[src/hdl/aee_pkg.sv]
// Shared types and constants for the exception entry unit.
package aee_pkg;

   typedef enum logic [2:0] {
      KIND_RESET    = 3'd0,
      KIND_UNDEF    = 3'd1,
      KIND_SWI      = 3'd2,
      KIND_PABORT   = 3'd3,
      KIND_DABORT   = 3'd4,
      KIND_IRQ      = 3'd5,
      KIND_FIQ      = 3'd6,
      KIND_INVALID  = 3'd7
   } exc_kind_type;

   typedef enum logic [1:0] {
      STATUS_TAKEN   = 2'd0,
      STATUS_MASKED  = 2'd1,
      STATUS_INVALID = 2'd2
   } exc_status_type;

   typedef enum logic [2:0] {
      BANK_SVC = 3'd0,
      BANK_UND = 3'd1,
      BANK_ABT = 3'd2,
      BANK_IRQ = 3'd3,
      BANK_FIQ = 3'd4
   } exc_bank_type;

   // configuration register indexes
   localparam logic CSR_VECTOR_BASE  = 1'b0;
   localparam logic CSR_HIGH_VECTORS = 1'b1;

   localparam logic [31:0] HIGH_VECTOR_BASE = 32'hffff_0000;

   localparam logic [4:0] MODE_SVC = 5'h13;
   localparam logic [4:0] MODE_UND = 5'h1b;
   localparam logic [4:0] MODE_ABT = 5'h17;
   localparam logic [4:0] MODE_IRQ = 5'h12;
   localparam logic [4:0] MODE_FIQ = 5'h11;

   localparam logic [4:0] VEC_RESET  = 5'h00;
   localparam logic [4:0] VEC_UNDEF  = 5'h04;
   localparam logic [4:0] VEC_SWI    = 5'h08;
   localparam logic [4:0] VEC_PABORT = 5'h0c;
   localparam logic [4:0] VEC_DABORT = 5'h10;
   localparam logic [4:0] VEC_IRQ    = 5'h18;
   localparam logic [4:0] VEC_FIQ    = 5'h1c;

   localparam int PSR_T_BIT = 5;
   localparam int PSR_F_BIT = 6;
   localparam int PSR_I_BIT = 7;

endpackage

[src/hdl/arm_exception_entry_unit.sv]
// Exception entry unit: maps an exception request onto the state changes for taking it.
//
// One request word is accepted per clock (busy stays low), and its result appears on the
// rsp_ ports with rsp_valid high for one cycle, after passing through the request register
// and then the result register, with the vector, status and link logic between them.
// Results cannot be held off. Program vector_base and high_vectors only while
// no request is in flight.
module arm_exception_entry_unit
   import aee_pkg::*;
(
   input  logic        clock,
   input  logic        reset,
   input  logic        start,
   output logic        busy,
   input  logic [2:0]  req_kind,
   input  logic [31:0] req_cur_psr,
   input  logic [31:0] req_cur_pc,
   output logic        rsp_valid,
   output logic [1:0]  rsp_status,
   output logic [31:0] rsp_new_pc,
   output logic [31:0] rsp_new_psr,
   output logic [2:0]  rsp_bank,
   output logic [31:0] rsp_link_value,
   output logic [31:0] rsp_saved_psr,
   input  logic        csr_write_en,
   input  logic        csr_index,
   input  logic [31:0] csr_wdata
);

   logic [31:0]   vector_base_ff;
   logic          high_vectors_ff;

   logic          req_valid_ff;
   exc_kind_type  req_kind_ff;
   logic [31:0]   req_psr_ff;
   logic [31:0]   req_pc_ff;

   logic          rsp_valid_ff;
   logic [1:0]    rsp_status_ff,  rsp_status_in;
   logic [31:0]   rsp_new_pc_ff,  rsp_new_pc_in;
   logic [31:0]   rsp_new_psr_ff, rsp_new_psr_in;
   logic [2:0]    rsp_bank_ff,    rsp_bank_in;
   logic [31:0]   rsp_link_ff,    rsp_link_in;
   logic [31:0]   rsp_saved_ff,   rsp_saved_in;

   logic          accept;
   logic [31:0]   base;
   logic [4:0]    vec_off;
   logic [4:0]    mode;
   exc_bank_type  bank;
   logic          link_plus4;
   logic          set_f;
   logic          masked;
   logic [31:0]   npsr;

   assign busy   = 1'b0;
   assign accept = start && !busy;

   // configuration registers
   always_ff @(posedge clock) begin
      if (reset) begin
         vector_base_ff  <= '0;
         high_vectors_ff <= 1'b0;
      end else if (csr_write_en) begin
         case (csr_index)
            CSR_VECTOR_BASE:  vector_base_ff  <= csr_wdata;
            CSR_HIGH_VECTORS: high_vectors_ff <= csr_wdata[0];
            default: ;
         endcase
      end
   end

   // request register
   always_ff @(posedge clock) begin
      if (reset) begin
         req_valid_ff <= 1'b0;
      end else begin
         req_valid_ff <= accept;
      end
   end

   always_ff @(posedge clock) begin
      if (accept) begin
         req_kind_ff <= exc_kind_type'(req_kind);
         req_psr_ff  <= req_cur_psr;
         req_pc_ff   <= req_cur_pc;
      end
   end

   // per-kind decode
   always_comb begin
      vec_off    = VEC_RESET;
      mode       = MODE_SVC;
      bank       = BANK_SVC;
      link_plus4 = 1'b0;
      set_f      = 1'b0;
      case (req_kind_ff)
         KIND_RESET: begin
            set_f = 1'b1;
         end
         KIND_UNDEF: begin
            vec_off = VEC_UNDEF;
            mode    = MODE_UND;
            bank    = BANK_UND;
         end
         KIND_SWI: begin
            vec_off = VEC_SWI;
         end
         KIND_PABORT: begin
            vec_off = VEC_PABORT;
            mode    = MODE_ABT;
            bank    = BANK_ABT;
         end
         KIND_DABORT: begin
            vec_off    = VEC_DABORT;
            mode       = MODE_ABT;
            bank       = BANK_ABT;
            link_plus4 = 1'b1;
         end
         KIND_IRQ: begin
            vec_off    = VEC_IRQ;
            mode       = MODE_IRQ;
            bank       = BANK_IRQ;
            link_plus4 = 1'b1;
         end
         KIND_FIQ: begin
            vec_off    = VEC_FIQ;
            mode       = MODE_FIQ;
            bank       = BANK_FIQ;
            link_plus4 = 1'b1;
            set_f      = 1'b1;
         end
         default: ;
      endcase
   end

   assign masked = (req_kind_ff == KIND_FIQ && req_psr_ff[PSR_F_BIT]) ||
                   (req_kind_ff == KIND_IRQ && req_psr_ff[PSR_I_BIT]);

   assign base = high_vectors_ff ? HIGH_VECTOR_BASE : {vector_base_ff[31:5], 5'b0};

   always_comb begin
      npsr            = {req_psr_ff[31:5], mode};
      npsr[PSR_F_BIT] = npsr[PSR_F_BIT] | set_f;
      npsr[PSR_T_BIT] = 1'b0;
      npsr[PSR_I_BIT] = 1'b1;
   end

   always_comb begin
      rsp_status_in  = STATUS_TAKEN;
      rsp_new_pc_in  = '0;
      rsp_new_psr_in = req_psr_ff;
      rsp_bank_in    = BANK_SVC;
      rsp_link_in    = '0;
      rsp_saved_in   = '0;
      if (req_kind_ff == KIND_INVALID) begin
         rsp_status_in = STATUS_INVALID;
      end else if (masked) begin
         rsp_status_in = STATUS_MASKED;
      end else begin
         // either base has its low five bits clear, so the offset just fills them
         rsp_new_pc_in  = base + {27'b0, vec_off};
         rsp_new_psr_in = npsr;
         rsp_bank_in    = bank;
         if (req_kind_ff != KIND_RESET) begin
            rsp_link_in  = req_pc_ff + (link_plus4 ? 32'd4 : 32'd0);
            rsp_saved_in = req_psr_ff;
         end
      end
   end

   // result register
   always_ff @(posedge clock) begin
      if (reset) begin
         rsp_valid_ff <= 1'b0;
      end else begin
         rsp_valid_ff <= req_valid_ff;
      end
   end

   always_ff @(posedge clock) begin
      if (req_valid_ff) begin
         rsp_status_ff  <= rsp_status_in;
         rsp_new_pc_ff  <= rsp_new_pc_in;
         rsp_new_psr_ff <= rsp_new_psr_in;
         rsp_bank_ff    <= rsp_bank_in;
         rsp_link_ff    <= rsp_link_in;
         rsp_saved_ff   <= rsp_saved_in;
      end
   end

   assign rsp_valid      = rsp_valid_ff;
   assign rsp_status     = rsp_status_ff;
   assign rsp_new_pc     = rsp_new_pc_ff;
   assign rsp_new_psr    = rsp_new_psr_ff;
   assign rsp_bank       = rsp_bank_ff;
   assign rsp_link_value = rsp_link_ff;
   assign rsp_saved_psr  = rsp_saved_ff;

`ifndef SYNTHESIS
   a_latency: assert property (@(posedge clock) disable iff (reset)
      accept |-> ##2 rsp_valid)
      else $error("accepted word did not produce a result two cycles later");

   a_not_taken_zero: assert property (@(posedge clock) disable iff (reset)
      (rsp_valid && rsp_status != STATUS_TAKEN) |->
         (rsp_new_pc == 32'd0 && rsp_link_value == 32'd0 &&
          rsp_saved_psr == 32'd0 && rsp_bank == BANK_SVC))
      else $error("dropped request carries nonzero entry fields");

   a_taken_psr: assert property (@(posedge clock) disable iff (reset)
      (rsp_valid && rsp_status == STATUS_TAKEN) |->
         (rsp_new_psr[PSR_I_BIT] && !rsp_new_psr[PSR_T_BIT]))
      else $error("taken exception psr lacks I set or T cleared");
`endif

endmodule
[config.mk]
export PLATFORM = sky130hd
export DESIGN_NAME = arm_exception_entry_unit
export DESIGN_NICKNAME = d
export VERILOG_FILES = /design/src/hdl/aee_pkg.sv /design/src/hdl/arm_exception_entry_unit.sv
export SDC_FILE = /design/constraint.sdc
export NUM_CORES = 1
export LEC_CHECK = 0
export BUFFER_PORTS_ARGS = -buffer_cell sky130_fd_sc_hd__buf_2
export CAP_MARGIN = 20
export CORE_MARGIN = 2
export CORE_UTILIZATION = 52
export DETAILED_ROUTE_END_ITERATION = 12
export PLACE_DENSITY = 0.81
export SKIP_LAST_GASP = 1
export SYNTH_ARGS = -nofsm -noshare
export SYNTH_HDL_FRONTEND = slang
export SYNTH_SLANG_ARGS = --single-unit
[constraint.sdc]
create_clock -name clock -period 4.9 [get_ports clock]
set_input_delay 0.49 -clock clock [delete_from_list [all_inputs] [get_ports clock]]
set_output_delay 0.49 -clock clock [all_outputs]
set_load 0.02 [all_outputs]
==> impl_metrics.toml, run 1 <==
[placed_design]
gp_congestion = 0.870
dp.cells = 1020
dp_hpwl_um = 11800
dpl_cell_area_um2 = 9830
io_buffers = 231

[min_path]
min_from = "req_cur_psr[28]"
hold_path_class = "primary input to flop"
holdPathStages = 1
min_to = "req_psr_ff[28]$_DFFE_PP_"

[critical_path]
reg2reg_slack_ps = 1610
critPathCaptureType = "flop"
critPathKind = "flop to flop"
critPathRequiredTime_ps = 5220
crit_buf_inv = 1
critPathMaxFanout = 19
startpoint_type = "flop"
regToRegStartpoint = "req_kind_ff[2]$_DFFE_PP_"
cp_slowest_cell = "or4_1"
crit_chain = "inv_1, a21oi_1, ha_1, nand4_2, or4_1, or4_1, a21oi_1"
rr_endpoint = "rsp_link_value[28]$_SDFFCE_PP0P_"
crit_arrival_ps = 3610
cp_top_family = "simple AND/OR/NAND/NOR gates"
max_stage_delay_ps = 750
r2r_cells = 7

[synthesis]
synthArstFlopShare_pct = 0
synth.distinct_cells = 36
synth_edf_count = 198
synth_most_common_cell = "edfxtp_1"
synth_top_area_share_pct = 70.3
yosysTopAreaCell = "edfxtp_1"
ys.flop_type = "edfxtp_1"
synth_area_um2 = 8450
syn_inst = 597
ys.warnings.count = 0
yosys-top-cells-count = "edfxtp_1, nand2_1, nor2_1, a21oi_1, and3_1"
avgSynthCellArea_um2 = 14.2
yosysSeqAreaShare_pct = 77.4
synth.area.top_cells = "edfxtp_1, dfxtp_1, nand2_1"
synth-seq-cells = 228

[grt]
antenna_found_initial = 1
grt_first_pass_wirelength_um = 26800
grt_pass1_vias = 5211
grt_max_degree = 53
grt_util_all_layers_pct = 19.6
overflow = 0

[clocking]
clk-insertion-delay-late_ps = 500
tritoncts = "done"
clock_sinks = 228
root_buffer = "clkbuf_16"
cts.repair.resized = 0
htree_levels = 1
clkTransAtPathRegs_ps = 60
cts_buffer_depth = 3
cts_inserted_buffers = 23
hold_buffers = 0
postCtsSetupBuffers = 0

[routing]
drtIter0Drc = 334
routedWlPerCell_um = 16.4
drtPass1Iterations = 5
drc = 0
postRouteAntennaNets = 0
via_per_inst = 5.15
finalWirelength_um = 17400
num_vias = 5476

[finish]
final_layout_size_suffix_gt1_share_pct = 32.7
multi_input_area_um2 = 1740
final_cells = 1063
filler_cell_count = 1190
regArea_um2 = 6550
syn_to_final_growth_pct = 24.8
final_area_um2 = 10600
nets = 936

[floorplan]
coreArea_um2 = 15900
fp.dieW_um = 132
initial_core_util_pct = 53.2
die_area_um2 = 17300
ioPinCount = 239
die_h_um = 132
rows = 46

[pwr]
ir_worst_vdd_uv = 312
power_per_cell_area_nw_per_um2 = 421
p_leak_nw = 4.12

[sta]
grt_setup_unrepaired = "false"
finalCritPeriodShare_pct = 67.2
period_minus_slack_ps = 3290
worst_slew_pin_slew_ps = 1050
setup_tns_ps = 0
setup-violations-final = 0
skew_ps = 12.9
max_freq_mhz = 304
hold_viol_final = 0
drv_slew = 0
maxSlewHeadroom_pct = 29.9

[outcome]
status = "finished, final reports clean"

[flow_run]
drv_cap = 0
-- registers in the layout (all words and copies together) (netlist names) --
register,flops
high_vectors_ff,1
req_kind_ff,3
req_pc_ff,32
req_psr_ff,32
req_valid_ff,1
rsp_bank,3
rsp_link_value,32
rsp_new_pc,30
rsp_new_psr,32
rsp_saved_psr,32
rsp_status,2
rsp_valid,1
vector_base_ff,27
-- area by class of cell --
type,count,area share (%)
Tap cell,216,2.56
Antenna cell,1,0.0237
Sequential cell,228,62.1
Inverter,12,0.427
Timing Repair Buffer,237,11.6
Multi-Input combinational cell,327,16.5
Clock buffer,25,5.52
Clock inverter,17,1.32
-- cells in the final DEF, fill, tap and decap left out, drive strengths merged, types with 2 or more instances in the layout --
master and instances:
a21oi 45, and2 12, and3 38, and4 2, buf 237, bufinv 2
clkbuf 25, clkinv 12, clkinvlp 2, conb 3, dfxtp 30, edfxtp 198
ha 3, inv 13, nand2 77, nand2b 4, nand3 13, nand4 3
nand4b 2, nor2 57, nor2b 3, nor3 5, nor4 3, o21a 2
o21ai 9, o22ai 2, o31ai 8, or3 7, or4 10, xnor2 10
xor2 5
-- metal layers --
metal	global-route usage [%]	vias up	wire length, um
li1	-	2633	-
met1	23.4	2555	6490
met2	33.6	241	8870
met3	5.56	47	1450
met4	7.55	0	629
met5	0	-	0
-- per-stage QoR --
step	power (mW)	setup WS (ps)	hold slack [ps]	util, %
floorplan	2.64	1250	417	-
global placement	2.81	1710	420	61.7
detailed placement	2.83	1620	427	61.9
CTS	4.49	1600	136	66.4
global route	4.59	1330	137	66.4
finish	4.44	1610	156	66.4
-- kinds of logic (layout without fill, tap and decap cells) --
kind of cell | after synthesis | in the layout | share of synthesized area (%)
flops | 228 | 228 | 77.4
compound gates | 70 | 70 | 4.62
simple gates | 236 | 236 | 13.8
xor+xnor | 15 | 15 | 1.55
buf+inv | 44 | 291 | 2.12
other cells | 1 | 4 | 0.0444
fa+ha+maj | 3 | 3 | 0.444
-- report_power, final --
part / internal (mW) / switching, mW
registers: 2.28 / 0.0732
clock network: 0.966 / 0.690
logic: 0.150 / 0.278
total: 3.40 / 1.04
-- how the worst max path moves through the flow --
stage / from / endpoint / slack, ps / cells after the start
floorplan: req_valid_ff$_SDFF_PP0_ / rsp_bank[0]$_SDFFCE_PP0P_ / 1250 / 0
global placement: req_kind_ff[1]$_DFFE_PP_ / rsp_link_value[18]$_SDFFCE_PP0P_ / 1710 / 4
detailed placement: req_kind_ff[2]$_DFFE_PP_ / rsp_link_value[28]$_SDFFCE_PP0P_ / 1620 / 7
CTS: req_kind_ff[2]$_DFFE_PP_ / rsp_link_value[28]$_SDFFCE_PP0P_ / 1600 / 7
global route: req_kind_ff[2]$_DFFE_PP_ / rsp_link_value[28]$_SDFFCE_PP0P_ / 1330 / 7
finish: req_kind_ff[2]$_DFFE_PP_ / rsp_link_value[28]$_SDFFCE_PP0P_ / 1610 / 7
No activity file was read; power rests on OpenSTA's default activity.
==> inputs of run 2 (changes only) <==
--- a/config.mk
+++ b/config.mk
@@ -5,12 +5,13 @@
 export SDC_FILE = /design/constraint.sdc
 export NUM_CORES = 1
 export LEC_CHECK = 0
+export ABC_AREA = 1
 export BUFFER_PORTS_ARGS = -buffer_cell sky130_fd_sc_hd__buf_2
 export CAP_MARGIN = 20
 export CORE_MARGIN = 2
-export CORE_UTILIZATION = 52
+export CORE_UTILIZATION = 47
 export DETAILED_ROUTE_END_ITERATION = 12
-export PLACE_DENSITY = 0.81
+export PLACE_DENSITY = 0.77
 export SKIP_LAST_GASP = 1
 export SYNTH_ARGS = -nofsm -noshare
 export SYNTH_HDL_FRONTEND = slang
==> constraint.sdc (replaced) <==
create_clock -name clock -period 2.7 [get_ports clock]
set_input_delay 0.27 -clock clock [delete_from_list [all_inputs] [get_ports clock]]
set_output_delay 0.27 -clock clock [all_outputs]
set_load 0.02 [all_outputs]
==> run 2 against run 1 <==
Net effect:
- area after synthesis up 4.2%
- critical endpoint is now rsp_link_value[31]$_SDFFCE_PP0P_
- hold slack worse by 130 ps
- global-route usage up 0.19 points
==> impl_metrics.toml, run 2 <==
[outcome]
status = "finished, final reports clean"

[routing]
drc = 0
postRouteAntennaNets = 0
num_vias = 6100
finalWirelength_um = 19700
via_per_inst = 4.76
drtIter0Drc = 405
routedWlPerCell_um = 15.4
drtPass1Iterations = 5

[synthesis]
synth_top_area_share_pct = 67.5
yosys-top-cells-count = "edfxtp_1, nor2_1, nand2_1, inv_1, dfxtp_1"
synth_area_um2 = 8810
ys.warnings.count = 0
synth_edf_count = 198
synth-seq-cells = 228
yosysTopAreaCell = "edfxtp_1"
synth.distinct_cells = 32
synth.area.top_cells = "edfxtp_1, dfxtp_1, nor2_1"
avgSynthCellArea_um2 = 12.3
synthArstFlopShare_pct = 0
syn_inst = 715
yosysSeqAreaShare_pct = 74.3
ys.flop_type = "edfxtp_1"
synth_most_common_cell = "edfxtp_1"

[clocking]
clock_sinks = 228
cts_inserted_buffers = 24
htree_levels = 1
root_buffer = "clkbuf_16"
clkTransAtPathRegs_ps = 60
cts_buffer_depth = 3
cts.repair.resized = 0
postCtsSetupBuffers = 0
tritoncts = "done"
clk-insertion-delay-late_ps = 510

[finish]
syn_to_final_growth_pct = 32.5
layout_commonest_cell = "buf_2"
regArea_um2 = 6550
multi_input_area_um2 = 1750
final_cells = 1281
n_antenna_cell = 0
filler_cell_count = 1436
nets = 1136
final_layout_size_suffix_gt1_share_pct = 29.0
layout_common_cells = "buf_2, edfxtp_1, nor2_1"

[critical_path]
critPathKind = "flop to flop"
critPathCaptureType = "flop"
critPathRequiredTime_ps = 2950
startpoint = "req_kind_ff[2]$_DFFE_PP_"
cp_common_cell = "nand2_1"
crit_buf_inv = 1
startpoint_type = "flop"
cp_slowest_cell = "edfxtp_1"
crit_chain = "inv_1, nor2_1, ha_1, nand2_1, nor2_4, nand2_1, nor2_1, nand2_1, nand2_1, a21oi_2"
max_stage_delay_ps = 550
critPathMaxFanout = 10
cp_top_family = "simple AND/OR/NAND/NOR gates"
regToRegStartpoint = "req_kind_ff[2]$_DFFE_PP_"
crit_arrival_ps = 2500

[sta]
setup-violations-final = 0
finalCritPeriodShare_pct = 83.3
maxSlewHeadroom_pct = 50.6
worst_slew_pin_slew_ps = 740
max_freq_mhz = 445
period_minus_slack_ps = 2250
setup_tns_ps = 0
grt_setup_unrepaired = "false"
skew_ps = 10.3
hold_viol_final = 0
drv_slew = 0

[grt]
overflow = 0
grt_pass1_vias = 6127
grt_util_all_layers_pct = 19.7
grt_first_pass_wirelength_um = 31000
grt_max_degree = 86
antenna_found_initial = 1

[placed_design]
dp_hpwl_um = 12700
io_buffers = 231
dp.cells = 1165
gp_congestion = 0.879

[min_path]
min_from = "csr_wdata[30]"
hold_path_class = "primary input to flop"

[floorplan]
initial_core_util_pct = 47.6
coreArea_um2 = 18500
ioPinCount = 239
fp.dieW_um = 141
die_h_um = 141
rows = 50
die_area_um2 = 19900

[flow_run]
drv_cap = 0

[pwr]
ir_worst_vdd_uv = 567
power_per_cell_area_nw_per_um2 = 716
p_leak_nw = 4.80
-- run 2: area by class of cell --
class	instances	area share [%]
flip-flops and latches	228	56.1
repair buffers	307	16.7
multi-input cells	369	15.0
clock buffers	32	5.66
inverters	99	3.21
well taps	234	2.51
clock inverters	12	0.825
-- run 2: metal layers --
layer | wire (um) | vias up | track usage [%]
met4 | 533 | 2 | 6.11
met5 | 13 | - | 0
met1 | 7780 | 2839 | 23.5
met3 | 1110 | 42 | 3.77
met2 | 10300 | 207 | 36.3
li1 | - | 3010 | -
-- run 2: path summary, 6_finish.rpt --
path / end / slack (ps) / cells after the start
setup / recovery: rsp_link_value[31]$_SDFFCE_PP0P_ / 450 / 10
hold reg to reg: rsp_new_psr[19]$_DFFE_PP_ / 450 / 0
hold / removal: vector_base_ff[30]$_SDFFE_PP0P_ / 30 / 3
setup reg to reg: rsp_link_value[31]$_SDFFCE_PP0P_ / 450 / 10
-- run 2: timing repair --
item	CTS	global route
hold endpoints to repair	72	0
setup endpoints to repair	0	0
hold buffers	72	0
-- run 2: kinds of logic after synthesis --
logic type / after synthesis / synth area share, %
fa+ha+maj: 3 / 0.426
simple gates: 291 / 13.6
xor+xnor: 7 / 0.696
other cells: 1 / 0.0426
compound gates: 65 / 5.06
buf+inv: 120 / 5.89
flops: 228 / 74.3
-- run 2: report_power, final --
part / internal, mW / switching, mW / total [mW]
sequential: 4.16 / 0.123 / 4.28
clock: 1.82 / 1.31 / 3.12
combinational: 0.345 / 0.613 / 0.957
total: 6.32 / 2.04 / 8.36
-- run 2: tightest hold or removal path, stage by stage --
cell and delay, ps:
buf_2 90, nand2_1 50, a21oi_1 70
-- run 2: through the flow --
step	setup WS (ps)	instance area, um^2	hold slack [ps]	power (mW)	utilization (%)
6_report	451	11700	31.0	8.36	63.0
3_5_place_dp	465	10200	434	5.23	55.0
5_1_grt	169	11700	14.3	8.70	63.0
3_3_place_gp	542	10200	427	5.20	55.0
2_1_floorplan	452	8820	369	4.89	-
4_1_cts	446	11700	6.88	8.44	63.0
